--- src/rtl/pbrle_pkg.sv ---
// ---------------------------------------------------------------------------
// pbrle_pkg
// Types, constants and command builders for the PackBits RLE encoder.
// ---------------------------------------------------------------------------
package pbrle_pkg;

   localparam int         LIT_MAX_DEFAULT = 32;
   localparam int         CNT_W           = 6;
   localparam int         CMDQ_DEPTH      = 4;
   localparam logic [7:0] RUN_LIMIT       = 8'd128;
   localparam logic [7:0] EOD_BYTE        = 8'd128;
   localparam logic [8:0] RUN_HDR_BASE    = 9'd257;

   typedef struct packed {
      logic [7:0] data_byte;
      logic       end_of_stream;
   } req_payload_type;

   typedef struct packed {
      logic [7:0] out_byte;
      logic       item_last;
      logic       data_end;
   } rsp_payload_type;

   // One back-end command: header byte, then nread bytes from the literal
   // store, then val if has_val.
   typedef struct packed {
      logic [7:0]       head;
      logic [CNT_W-1:0] nread;
      logic             has_val;
      logic [7:0]       val;
      logic             eod;
      logic             last;
   } cmd_type;

   typedef struct packed {
      logic full;
      logic empty;
   } cmdq_status_type;

   typedef enum logic [1:0] {
      BK_IDLE,
      BK_HEAD,
      BK_DATA,
      BK_TAIL
   } back_state_type;

   // Literal chunk: n stored bytes plus an optional trailing byte.
   function automatic cmd_type lit_cmd(logic [CNT_W-1:0] n, logic tail, logic [7:0] val);
      cmd_type c;
      c.head    = {2'b00, n} + {7'd0, tail} - 8'd1;
      c.nread   = n;
      c.has_val = tail;
      c.val     = val;
      c.eod     = 1'b0;
      c.last    = 1'b0;
      return c;
   endfunction

   function automatic cmd_type run_cmd(logic [7:0] len, logic [7:0] val);
      cmd_type c;
      c.head    = 8'(RUN_HDR_BASE - {1'b0, len});
      c.nread   = '0;
      c.has_val = 1'b1;
      c.val     = val;
      c.eod     = 1'b0;
      c.last    = 1'b0;
      return c;
   endfunction

   function automatic cmd_type eod_cmd();
      cmd_type c;
      c.head    = EOD_BYTE;
      c.nread   = '0;
      c.has_val = 1'b0;
      c.val     = 8'd0;
      c.eod     = 1'b1;
      c.last    = 1'b0;
      return c;
   endfunction

endpackage

--- src/rtl/pbrle_ram.sv ---
// ---------------------------------------------------------------------------
// pbrle_ram
// Generic simple dual-port RAM, one write port, one registered read port.
// ---------------------------------------------------------------------------
module pbrle_ram #(
   parameter int WIDTH = 8,
   parameter int DEPTH = 32,
   localparam int AW   = (DEPTH > 1) ? $clog2(DEPTH) : 1
) (
   input  logic             clock,
   input  logic             wr_en,
   input  logic [AW-1:0]    wr_addr,
   input  logic [WIDTH-1:0] wr_data,
   input  logic [AW-1:0]    rd_addr,
   output logic [WIDTH-1:0] rd_data
);

   logic [WIDTH-1:0] mem_ff [DEPTH];
   logic [WIDTH-1:0] rd_data_ff;

   always_ff @(posedge clock) begin
      if (wr_en) begin
         mem_ff[wr_addr] <= wr_data;
      end
      rd_data_ff <= mem_ff[rd_addr];
   end

   assign rd_data = rd_data_ff;

endmodule

--- src/rtl/pbrle_queue.sv ---
// ---------------------------------------------------------------------------
// pbrle_queue
// Small command FIFO between the classifier and the byte emitter.
// ---------------------------------------------------------------------------
module pbrle_queue
   import pbrle_pkg::*;
(
   input  logic            clock,
   input  logic            reset,
   input  logic            push,
   input  cmd_type         push_data,
   input  logic            pop,
   output cmd_type         head,
   output cmdq_status_type status
);

   localparam int AW = $clog2(CMDQ_DEPTH);
   localparam int CW = $clog2(CMDQ_DEPTH + 1);

   cmd_type         slot_ff [CMDQ_DEPTH];
   logic [AW-1:0]   wr_ptr_ff, wr_ptr_in;
   logic [AW-1:0]   rd_ptr_ff, rd_ptr_in;
   logic [CW-1:0]   count_ff, count_in;
   logic            do_push, do_pop;

   assign status.full  = (count_ff == CW'(CMDQ_DEPTH));
   assign status.empty = (count_ff == '0);
   assign do_push      = push && !status.full;
   assign do_pop       = pop && !status.empty;
   assign head         = slot_ff[rd_ptr_ff];

   always_comb begin
      wr_ptr_in = do_push ? wr_ptr_ff + AW'(1) : wr_ptr_ff;
      rd_ptr_in = do_pop ? rd_ptr_ff + AW'(1) : rd_ptr_ff;
      count_in  = count_ff + CW'(do_push) - CW'(do_pop);
   end

   always_ff @(posedge clock) begin
      if (reset) begin
         wr_ptr_ff <= '0;
         rd_ptr_ff <= '0;
         count_ff  <= '0;
      end else begin
         wr_ptr_ff <= wr_ptr_in;
         rd_ptr_ff <= rd_ptr_in;
         count_ff  <= count_in;
      end
   end

   always_ff @(posedge clock) begin
      if (do_push) begin
         slot_ff[wr_ptr_ff] <= push_data;
      end
   end

endmodule

--- src/rtl/pbrle_front.sv ---
// ---------------------------------------------------------------------------
// pbrle_front
// Classifies each input byte against the held run/literal state, writes the
// literal store and queues up to three emit commands per transaction.
// ---------------------------------------------------------------------------
module pbrle_front
   import pbrle_pkg::*;
#(
   parameter int MAX_LIT = LIT_MAX_DEFAULT,
   localparam int LIT_AW = (MAX_LIT > 1) ? $clog2(MAX_LIT) : 1
) (
   input  logic            clock,
   input  logic            reset,
   input  logic            req_valid,
   output logic            req_stall,
   input  req_payload_type req_payload,
   output logic            wr_en,
   output logic [LIT_AW-1:0] wr_addr,
   output logic [7:0]      wr_data,
   output logic            cmd_push,
   output cmd_type         cmd_data,
   input  cmdq_status_type q_status,
   input  logic            lit_done
);

   localparam logic [LIT_AW:0] LIT_FULL = (LIT_AW + 1)'(MAX_LIT);

   logic [7:0]        held_ff, held_in;
   logic [7:0]        run_ff, run_in;
   logic [LIT_AW-1:0] cnt_ff, cnt_in;
   logic              lit_busy_ff, lit_busy_in;
   cmd_type           plan_ff [4];
   cmd_type           plan_in [4];
   logic [3:0]        plan_v_ff, plan_v_in;
   cmd_type           slot [4];
   logic [3:0]        slot_v;
   logic              slot_wr;
   logic [7:0]        run_inc;
   logic [1:0]        sel;
   logic              accept;
   logic              seen;

   // Holding a single byte may mean a store write, which must wait until the
   // back end has finished reading the previous chunk.
   assign req_stall = (plan_v_ff != 4'd0) || ((run_ff == 8'd1) && lit_busy_ff);
   assign accept    = req_valid && !req_stall;

   always_comb begin
      held_in = held_ff;
      run_in  = run_ff;
      cnt_in  = cnt_ff;
      slot_wr = 1'b0;
      slot_v  = 4'd0;
      run_inc = run_ff + 8'd1;
      seen    = 1'b0;
      for (int i = 0; i < 4; i++) begin
         slot[i] = eod_cmd();
      end

      if (run_ff == 8'd0) begin
         held_in = req_payload.data_byte;
         run_in  = 8'd1;
      end else if (req_payload.data_byte == held_ff) begin
         if (run_ff == 8'd1) begin
            if (cnt_ff != '0) begin
               slot[0]   = lit_cmd(CNT_W'(cnt_ff), 1'b0, 8'd0);
               slot_v[0] = 1'b1;
            end
            cnt_in = '0;
         end
         if (run_inc >= RUN_LIMIT) begin
            slot[1]   = run_cmd(run_inc, held_ff);
            slot_v[1] = 1'b1;
            run_in    = 8'd0;
         end else begin
            run_in = run_inc;
         end
      end else begin
         if (run_ff >= 8'd2) begin
            slot[0]   = run_cmd(run_ff, held_ff);
            slot_v[0] = 1'b1;
         end else if (({1'b0, cnt_ff} + (LIT_AW + 1)'(1)) >= LIT_FULL) begin
            // chunk fills with the held byte: send it as the trailing byte
            slot[0]   = lit_cmd(CNT_W'(cnt_ff), 1'b1, held_ff);
            slot_v[0] = 1'b1;
            cnt_in    = '0;
         end else begin
            slot_wr = 1'b1;
            cnt_in  = cnt_ff + LIT_AW'(1);
         end
         held_in = req_payload.data_byte;
         run_in  = 8'd1;
      end

      if (req_payload.end_of_stream) begin
         if (run_in >= 8'd2) begin
            slot[2]   = run_cmd(run_in, held_in);
            slot_v[2] = 1'b1;
         end else if (run_in == 8'd1) begin
            slot[2]   = lit_cmd(CNT_W'(cnt_in), 1'b1, held_in);
            slot_v[2] = 1'b1;
         end
         slot[3]   = eod_cmd();
         slot_v[3] = 1'b1;
         held_in   = 8'd0;
         run_in    = 8'd0;
         cnt_in    = '0;
      end

      for (int i = 3; i >= 0; i--) begin
         slot[i].last = slot_v[i] && !seen;
         seen         = seen || slot_v[i];
      end
   end

   // lowest pending slot goes first
   always_comb begin
      sel = 2'd0;
      for (int i = 3; i >= 0; i--) begin
         if (plan_v_ff[i]) begin
            sel = 2'(i);
         end
      end
   end

   assign cmd_push = (plan_v_ff != 4'd0) && !q_status.full;
   assign cmd_data = plan_ff[sel];
   assign wr_en    = accept && slot_wr;
   assign wr_addr  = cnt_ff;
   assign wr_data  = held_ff;

   always_comb begin
      plan_v_in = plan_v_ff;
      for (int i = 0; i < 4; i++) begin
         plan_in[i] = plan_ff[i];
      end
      if (accept) begin
         plan_v_in = slot_v;
         for (int i = 0; i < 4; i++) begin
            plan_in[i] = slot[i];
         end
      end else if (cmd_push) begin
         plan_v_in[sel] = 1'b0;
      end

      lit_busy_in = lit_busy_ff;
      if (cmd_push && (cmd_data.nread != '0)) begin
         lit_busy_in = 1'b1;
      end else if (lit_done) begin
         lit_busy_in = 1'b0;
      end
   end

   always_ff @(posedge clock) begin
      if (reset) begin
         held_ff     <= 8'd0;
         run_ff      <= 8'd0;
         cnt_ff      <= '0;
         plan_v_ff   <= 4'd0;
         lit_busy_ff <= 1'b0;
      end else begin
         if (accept) begin
            held_ff <= held_in;
            run_ff  <= run_in;
            cnt_ff  <= cnt_in;
         end
         plan_v_ff   <= plan_v_in;
         lit_busy_ff <= lit_busy_in;
      end
   end

   always_ff @(posedge clock) begin
      for (int i = 0; i < 4; i++) begin
         plan_ff[i] <= plan_in[i];
      end
   end

endmodule

--- src/rtl/pbrle_back.sv ---
// ---------------------------------------------------------------------------
// pbrle_back
// Byte emitter: expands queued commands into header, stored literal bytes
// and trailing value, through a registered output stage.
// ---------------------------------------------------------------------------
module pbrle_back
   import pbrle_pkg::*;
#(
   parameter int MAX_LIT = LIT_MAX_DEFAULT,
   localparam int LIT_AW = (MAX_LIT > 1) ? $clog2(MAX_LIT) : 1
) (
   input  logic              clock,
   input  logic              reset,
   input  cmdq_status_type   q_status,
   input  cmd_type           cmd_head,
   output logic              cmd_pop,
   output logic [LIT_AW-1:0] rd_addr,
   input  logic [7:0]        rd_data,
   output logic              lit_done,
   output logic              rsp_valid,
   input  logic              rsp_stall,
   output rsp_payload_type   rsp_payload
);

   back_state_type    state_ff, state_in;
   cmd_type           cmd_ff, cmd_in;
   logic [LIT_AW-1:0] idx_ff, idx_in;
   logic              rsp_valid_ff, rsp_valid_in;
   rsp_payload_type   rsp_payload_ff, rsp_payload_in;
   logic              out_free;
   logic              at_end;
   logic              emit;
   rsp_payload_type   emit_payload;

   assign out_free = !rsp_valid_ff || !rsp_stall;
   assign at_end   = (CNT_W'(idx_ff) == (cmd_ff.nread - CNT_W'(1)));

   always_comb begin
      state_in = state_ff;
      case (state_ff)
         BK_IDLE: begin
            if (!q_status.empty) begin
               state_in = BK_HEAD;
            end
         end
         BK_HEAD: begin
            if (out_free) begin
               if (cmd_ff.nread != '0) begin
                  state_in = BK_DATA;
               end else if (cmd_ff.has_val) begin
                  state_in = BK_TAIL;
               end else begin
                  state_in = BK_IDLE;
               end
            end
         end
         BK_DATA: begin
            if (out_free && at_end) begin
               state_in = cmd_ff.has_val ? BK_TAIL : BK_IDLE;
            end
         end
         BK_TAIL: begin
            if (out_free) begin
               state_in = BK_IDLE;
            end
         end
         default: state_in = BK_IDLE;
      endcase
   end

   // Read address is idx_in, the value idx_ff takes next, so rd_data always holds entry idx_ff.
   always_comb begin
      cmd_pop      = 1'b0;
      cmd_in       = cmd_ff;
      idx_in       = idx_ff;
      emit         = 1'b0;
      lit_done     = 1'b0;
      emit_payload = '{out_byte: cmd_ff.head, item_last: 1'b0, data_end: 1'b0};
      case (state_ff)
         BK_IDLE: begin
            cmd_pop = !q_status.empty;
            cmd_in  = cmd_head;
            idx_in  = '0;
         end
         BK_HEAD: begin
            emit                   = out_free;
            emit_payload.out_byte  = cmd_ff.head;
            emit_payload.item_last = cmd_ff.last && (cmd_ff.nread == '0) && !cmd_ff.has_val;
            emit_payload.data_end  = cmd_ff.eod;
         end
         BK_DATA: begin
            emit                   = out_free;
            emit_payload.out_byte  = rd_data;
            emit_payload.item_last = cmd_ff.last && at_end && !cmd_ff.has_val;
            lit_done               = out_free && at_end;
            if (out_free) begin
               idx_in = idx_ff + LIT_AW'(1);
            end
         end
         BK_TAIL: begin
            emit                   = out_free;
            emit_payload.out_byte  = cmd_ff.val;
            emit_payload.item_last = cmd_ff.last;
         end
         default: begin
            cmd_pop = 1'b0;
         end
      endcase

      rsp_valid_in   = rsp_valid_ff;
      rsp_payload_in = rsp_payload_ff;
      if (emit) begin
         rsp_valid_in   = 1'b1;
         rsp_payload_in = emit_payload;
      end else if (out_free) begin
         rsp_valid_in = 1'b0;
      end
   end

   assign rd_addr     = idx_in;
   assign rsp_valid   = rsp_valid_ff;
   assign rsp_payload = rsp_payload_ff;

   always_ff @(posedge clock) begin
      if (reset) begin
         state_ff     <= BK_IDLE;
         rsp_valid_ff <= 1'b0;
      end else begin
         state_ff     <= state_in;
         rsp_valid_ff <= rsp_valid_in;
      end
   end

   always_ff @(posedge clock) begin
      cmd_ff         <= cmd_in;
      idx_ff         <= idx_in;
      rsp_payload_ff <= rsp_payload_in;
   end

endmodule

--- src/rtl/packbits_rle_encoder_unit.sv ---
// ---------------------------------------------------------------------------
// packbits_rle_encoder_unit
// PackBits run-length encoder: byte stream in, encoded byte stream out.
// ---------------------------------------------------------------------------
//  channel | ports                            | direction | moves
//  --------+----------------------------------+-----------+--------------------
//  request | req_valid, req_stall, req_payload| in        | one pixel byte
//  result  | rsp_valid, rsp_stall, rsp_payload| out       | one encoded byte
//
//  A request is taken, then the emit commands it raises (0 to 3) are pushed
//  one at a time into a 4-entry queue while req_stall stays high.
//  The emitter loads each command, then sends one byte per cycle unless
//  rsp_stall holds it; literal bytes stream from the store's read port.
//  While a lone byte is held and a literal chunk is still being read out,
//  req_stall stays high. rsp_stall holds the output register and, through
//  the queue, eventually the input. Reset is synchronous; no clearing pass.
// ---------------------------------------------------------------------------
module packbits_rle_encoder_unit
   import pbrle_pkg::*;
#(
   parameter int MAX_LIT = LIT_MAX_DEFAULT
) (
   input  logic            clock,
   input  logic            reset,
   input  logic            req_valid,
   output logic            req_stall,
   input  req_payload_type req_payload,
   output logic            rsp_valid,
   input  logic            rsp_stall,
   output rsp_payload_type rsp_payload
);

   localparam int LIT_AW = (MAX_LIT > 1) ? $clog2(MAX_LIT) : 1;

   logic              wr_en;
   logic [LIT_AW-1:0] wr_addr;
   logic [7:0]        wr_data;
   logic [LIT_AW-1:0] rd_addr;
   logic [7:0]        rd_data;
   logic              cmd_push;
   cmd_type           cmd_data;
   logic              cmd_pop;
   cmd_type           cmd_head;
   cmdq_status_type   q_status;
   logic              lit_done;

   pbrle_front #(.MAX_LIT(MAX_LIT)) u_front (
      .clock       (clock),
      .reset       (reset),
      .req_valid   (req_valid),
      .req_stall   (req_stall),
      .req_payload (req_payload),
      .wr_en       (wr_en),
      .wr_addr     (wr_addr),
      .wr_data     (wr_data),
      .cmd_push    (cmd_push),
      .cmd_data    (cmd_data),
      .q_status    (q_status),
      .lit_done    (lit_done)
   );

   pbrle_ram #(.WIDTH(8), .DEPTH(MAX_LIT)) u_lit_store (
      .clock   (clock),
      .wr_en   (wr_en),
      .wr_addr (wr_addr),
      .wr_data (wr_data),
      .rd_addr (rd_addr),
      .rd_data (rd_data)
   );

   pbrle_queue u_queue (
      .clock     (clock),
      .reset     (reset),
      .push      (cmd_push),
      .push_data (cmd_data),
      .pop       (cmd_pop),
      .head      (cmd_head),
      .status    (q_status)
   );

   pbrle_back #(.MAX_LIT(MAX_LIT)) u_back (
      .clock       (clock),
      .reset       (reset),
      .q_status    (q_status),
      .cmd_head    (cmd_head),
      .cmd_pop     (cmd_pop),
      .rd_addr     (rd_addr),
      .rd_data     (rd_data),
      .lit_done    (lit_done),
      .rsp_valid   (rsp_valid),
      .rsp_stall   (rsp_stall),
      .rsp_payload (rsp_payload)
   );

endmodule

--- config.mk ---
export PLATFORM = sky130hd
export DESIGN_NAME = packbits_rle_encoder_unit
export DESIGN_NICKNAME = d
export VERILOG_FILES = /design/src/rtl/pbrle_pkg.sv /design/src/rtl/pbrle_ram.sv /design/src/rtl/pbrle_queue.sv /design/src/rtl/pbrle_front.sv /design/src/rtl/pbrle_back.sv /design/src/rtl/packbits_rle_encoder_unit.sv
export SDC_FILE = /design/constraint.sdc
export NUM_CORES = 1
export LEC_CHECK = 0
export BUFFER_PORTS_ARGS = -buffer_cell sky130_fd_sc_hd__clkbuf_2
export CAP_MARGIN = 10
export CORE_ASPECT_RATIO = 1.4
export CORE_MARGIN = 3
export CORE_UTILIZATION = 55
export DETAILED_ROUTE_END_ITERATION = 16
export GPL_ROUTABILITY_DRIVEN = 0
export MAX_ROUTING_LAYER = met4
export PLACE_DENSITY = 0.74
export SLEW_MARGIN = 20
export SYNTH_ARGS = -nofsm -noshare
export SYNTH_HDL_FRONTEND = slang
export SYNTH_SLANG_ARGS = --single-unit
--- constraint.sdc ---
create_clock -name clock -period 4.44 [get_ports clock]
set_input_delay 0.444 -clock clock [delete_from_list [all_inputs] [get_ports clock]]
set_output_delay 0.444 -clock clock [all_outputs]
set_load 0.02 [all_outputs]
=== After elaboration in Yosys (flattened, before gate mapping) ===
Memories as Yosys holds them, arrays and structs flattened. A register that Yosys moved wholly into a read port is not among the register bits.
Cells that the tools add are included.

* $add $sub $neg: 17
* Multiply operators: 0
* Div/mod/pow operators: 0
* Magnitude comparators: 6
* Equal/unequal tests: 13
* Shifts and indexed selects: 0
* Muxes and demuxes: 69
* Bitwise operators: 2
* Reduce and logical (&&, ||, !) cells: 42

{| class="wikitable"
|+ Operator list
! cell !! count
|-
| $mux 25 || 9
|-
| $mux 100 || 1
|-
| $mux 50 || 2
|-
| $mux 8 || 7
|-
| $mux 5 || 7
|-
| $pmux 9 s3 || 1
|-
| $mux 1 || 25
|-
| $mux 2 || 12
|-
| $sub 1x8->8 const A || 3
|-
| $add 5x1->6 const B || 3
|-
| $eq 8x1->1 const B || 2
|-
| $ge 8x2->1 const B || 2
|-
| $logic_and 1x1->1 || 16
|-
| $sub 8x1->8 const B || 2
|-
| $reduce_bool 6->1 || 2
|-
| $add 5x1->5 const B || 2
|-
| $pmux 5 s2 || 1
|-
| $logic_not 1->1 || 9
|-
| $add 8x1->8 const B || 1
|-
| $eq 8x8->1 || 1
|-
| $ge 8x8->1 const B || 1
|-
| $logic_not 8->1 || 1
|-
| $mux 4 || 2
|-
| $pmux 2 s4 || 1
|-
| 27 further kinds || 36
|}

* Bits in registers: 51
* Bits in latches: 0
* Memory bits (writable): 456
* Bits in read-only memories: 0
* Output and inout port bits: 12
* Word-level logic and storage cells: 166
* Memories: 3

{| class="wikitable"
|+ Memory list
! name !! depth !! width !! rd ports !! clocked after Yosys merged registers in !! wr ports !! line !! source
|-
| u_lit_store.mem_ff || 32 || 8 || 1 || 1 || 1 || pbrle_ram.sv:18 || <nowiki>logic [WIDTH-1:0] mem_ff [DEPTH];</nowiki>
|-
| u_front.plan_ff || 4 || 25 || 1 || 0 || 4 || pbrle_front.sv:32 || <nowiki>cmd_type plan_ff [4];</nowiki>
|-
| u_queue.slot_ff || 4 || 25 || 1 || 1 || 1 || pbrle_queue.sv:20 || <nowiki>cmd_type slot_ff [CMDQ_DEPTH];</nowiki>
|}

=== Logic depth before layout (Yosys ltp) ===
* Depth in word-level cells: 14
* Mapped depth: 15

=== Hierarchy ===
Synthesis repeated with hierarchy kept, for this count alone.

* Cells, all modules: 1,268
* Area, all modules: 21,221.6 um^2

{| class="wikitable"
|+ By module, submodules not included
! module !! times used !! cells an instance !! area each (um^2) !! sequential area each (um^2)
|-
| pbrle_ram || 1 || 417 || 10,053.4 || 7,847.5
|-
| pbrle_front || 1 || 527 || 5,220.0 || 2,562.5
|-
| pbrle_queue || 1 || 182 || 4,125.2 || 3,183.1
|-
| pbrle_back || 1 || 142 || 1,823.0 || 1,211.2
|}

=== Worst setup path after synthesis ===
Ideal clock, no wire load.

* Path kind: register to register
* Start: register u_front.run_ff[2]
* End: memory u_front.plan_ff[0][0] (netlist name) (enable)
* Setup time: 0.458 ns
* Data arrival time: 3.778 ns
* Data required time: 3.982 ns
* Slack: 0.203 ns
* Cell stages (with the launch flop): 10
* Path buffers: 3
* Cells stage by stage: dfxtp_1 > clkbuf_1 > inv_1 > ha_1 > nor2b_1 > a41oi_1 > nand2_1 > inv_1 > clkbuf_1 > buf_1

{| class="wikitable"
|+ RTL lines
! what !! line !! source
|-
| from (decl) || pbrle_front.sv:29 || <nowiki>logic [7:0] run_ff, run_in;</nowiki>
|-
| from (signal assigned) || pbrle_front.sv:164 || <nowiki>run_ff <= run_in;</nowiki>
|-
| to (decl) || pbrle_front.sv:32 ||
|}

=== Final worst setup path ===
* Start: register u_front.run_ff[0]
* End: memory u_lit_store.mem_ff[24][5] (enable)

* Cells in the longest elaborated chain, start to end: 8

{| class="wikitable"
|+ Ends and longest elaborated chain
! what !! line !! source
|-
| parallel branches: the longest is 5 deep, another holds $ge 8x2->1 || -- ||
|-
| $logic_and 1x1->1 * || pbrle_front.sv:128 || <nowiki>assign wr_en = accept && slot_wr;</nowiki>
|-
| $mux 1 * || pbrle_ram.sv:22 || <nowiki>if (wr_en) begin</nowiki>
|-
| $mux 1 (implied by the code) * || pbrle_ram.sv:23 || <nowiki>mem_ff[wr_addr] <= wr_data;</nowiki>
|-
| to (decl) || pbrle_ram.sv:18 ||
|}

Mark *: on every way between the ends.

==> results by group <==
Outcome
  • Status: complete, no violations

Clock tree
  • Root Buffer: clkbuf_16
  • # H-tree levels: 2
  • Post-CTS Resized: 0
  • Hold Buf Count CTS: 0
  • CTS tree: yes
  • Clock Path Buffers: 3
  • Clock transition at path regs: 0.06 ns
  • Post-CTS setup buffers: 0
  • Clk_lat worst skew: 0.55 ns
  • CTS buffer count: 45
  • # clock sinks: 503

Worst hold path
  • Hold Path End: u_front.wr_data[3]
  • Hold Crit Start: req_payload[4]
  • Worst Hold Class: input pin to flip-flop
  • Worst hold stages: 3

Power
  • Leak pwr: 7.98 nW
  • Comb power frac: 19.7%
  • Clock power frac: 32.0%
  • VDD IR max: 0.000319 V
  • Switch share: 26.3%
  • Int Pwr: 8.94 mW
  • Pwr dens: 519 nW/µm²
  • Sw power: 3.19 mW
  • Sequential power share: 48.2%

Synthesis
  • Post-synth top area cell: edfxtp_1
  • Post-synth ARST share: 0%
  • Mapped Area: 21200 µm²
  • Mapped Cells: 1362
  • Synth cell types: 71
  • Area contributors post-synth: edfxtp_1 (64%), mux2i_1 (7.4%), mux4_2 (6.0%)
  • Most frequent cell after synthesis: edfxtp_1
  • Share of the synthesized area in the top cell type: 64.4%
  • Sequential area share after synthesis: 69.0%
  • Synth warn: 0
  • Synthesized area per cell: 15.5 µm²
  • Syn nets: 1396
  • EDFF count, synth: 454
  • Ys flop type: edfxtp_1
  • Seq cells post-synth: 503
  • Post-synth top cells: edfxtp_1 (454), mux2i_1 (156), nor2_1 (110)

Routing
  • DR iter-0 viols: 1034
  • TritonRoute pass-1 iters: 6
  • Final wirelength: 44.3 mm
  • Detail Route Antenna Nets: 0
  • Routed vias/inst: 6.07
  • Via Count: 11559
  • Drc violations: 0
  • Routed wire per std cell: 23.3 µm

Floorplanning
  • Die X: 172 µm
  • Rows: 84
  • Die area: 40900 µm²
  • Initial core utilization: 56.1%
  • Chip height: 238 µm
  • Core area: 37700 µm²
  • I/O pin count: 25

Timing
  • Fin. Hold Viols: 0
  • Rel. slew slack: 31.7%
  • Peak Freq: 267 MHz
  • Slew @ Worst Pin: 1.02 ns
  • Fin crit share: 84.4%
  • Sum Neg Setup Slack: 0 ns
  • RSZ-0062 raised after global routing: no
  • Final setup skew: 0.0204 ns
  • Fin crit period: 3.75 ns
  • Slew Viols, Final: 0
  • Final setup viols: 0

Layout
  • # nets final: 1430
  • Syn-to-layout area delta: 10.5%
  • Diodes inserted: 0
  • Layout cells sized above 1: 14.3%
  • Finished Layout Cells: 1903

Worst setup path
  • CP startpoint: u_front.run_ff[0]
  • Crit path arrival time: 3.93 ns
  • CP Class: flip-flop to flip-flop
  • Cells on worst reg2reg path: 8
  • WP data required: 4.62 ns
  • CP endpoint kind: flip-flop
  • Startpoint Class: flip-flop
  • Setup slack, reg-to-reg: 0.69 ns
  • Max FO, Critical Path: 9
  • Worst r2r src: u_front.run_ff[0]
  • Reg-to-reg endpoint: u_lit_store.mem_ff[24][5]

Global route
  • First-pass GRT wire length: 67.7 mm
  • Initial antenna violation count: 0
  • Pin count of the biggest net entering global routing: 87
  • Vias in the first global route: 11571
  • GR Overflow Total: 0
  • Global-route usage over all layers: 22.5%

Place
  • DP HPWL: 28.7 mm
  • Post-Place Cells: 1822
  • Count of input and output buffers: 24

Job
  • MaxCap Viol Count: 0
==> layer usage <==
layer  routed length (µm)  track usage [%]  vias up
met1                17600             29.5     5741
met2                22500             36.4      431
met3                 2510             2.90      101
li1                     -                -     5286
met4                 1650             8.35        0
met5                    0                -        -
==> worst max-delay path: stages, from the launching register on <==
cell     delay (ns)
dfxtp_1        0.49
inv_1          0.16
ha_1           0.22
or4_1          0.49
or3_1          0.48
nor2_1         0.23
and3_1         0.30
nand2_1        0.35
nor2_1         0.65
==> placed cells by master, fill, tap and decap left out, types with 22 or more instances in the layout <==
master     instances
mux4_2            56
nand2_1           75
a21oi_1           45
edfxtp_1         454
inv_1             26
dfxtp_1           48
buf_4             37
clkbuf_2          24
clkbuf_16         45
nor2_1           107
and2_1            22
xnor2_1           29
a22o_1            22
o21ai_0           23
mux2i_1          156
==> final cells by class <==
class	count	area, µm²
clock inverters	24	270
multi-input cells	753	6130
inverters	28	105
clock buffers	57	1200
flip-flops and latches	503	14600
repair buffers	65	478
well taps	473	592
fillers	2614	14300
==> power groups by stage <==
stage               Clock, mW  Sequential [mW]  Combinational [mW]
finish                   3.89             5.85                2.39
CTS                      3.95             5.86                2.40
detailed placement          0             5.95                2.38
global route             4.13             5.90                2.55
floorplan                   0             5.89                1.72
global placement            0             5.94                2.33
==> per-stage QoR <==
step                utilization (%)  total power [mW]  worst slack [ns]  cell area [µm²]  hold slack, ns
detailed placement             58.1              8.34             0.786            21900           0.499
CTS                            62.0              12.2             0.780            23400           0.154
global placement               58.1              8.27             0.871            21900           0.484
global route                   62.0              12.6             0.564            23400           0.185
finish                         62.0              12.1             0.694            23400           0.191
floorplan                         -              7.61             0.203            21200           0.436
==> sequential cells by signal (all words and copies together), names as in the netlist <==
register	cells
u_queue.count_ff	3
u_back.rsp_payload	10
u_queue.rd_ptr_ff	2
u_queue.slot_ff	96
u_queue.wr_ptr_ff	2
u_front.wr_data	8
u_front.wr_addr	5
u_front.lit_busy_ff	1
u_back.cmd_ff	24
u_lit_store.mem_ff	256
u_back.state_ff	2
u_back.idx_ff	5
u_lit_store.rd_data	8
u_back.rsp_valid	1
u_front.plan_ff	68
u_front.plan_v_ff	4
u_front.run_ff	8
==> kinds of logic (layout without fill, tap and decap cells) <==
kind of cell | Yosys count | count (layout) | share of synthesized area [%]
xor gates and xnor gates | 44 | 44 | 1.82
buffers and inverters | 106 | 174 | 2.10
DFF | 503 | 503 | 69.0
AOI/OAI and AO/OA | 150 | 150 | 4.91
muxes | 214 | 214 | 13.4
adders and majority gates | 21 | 21 | 1.28
and+or+nand+nor | 323 | 323 | 7.41
other | 1 | 1 | 0.0177
==> worst max-delay path by stage <==
stage                                      to  cells after the start
global placement     u_lit_store.mem_ff[8][0]                      8
floorplan               u_front.plan_ff[0][0]                      9
detailed placement  u_lit_store.mem_ff[24][0]                      8
CTS                 u_lit_store.mem_ff[24][6]                      8
global route         u_lit_store.mem_ff[8][0]                      8
finish              u_lit_store.mem_ff[24][5]                      8
Power figures use the tool's default switching activity.
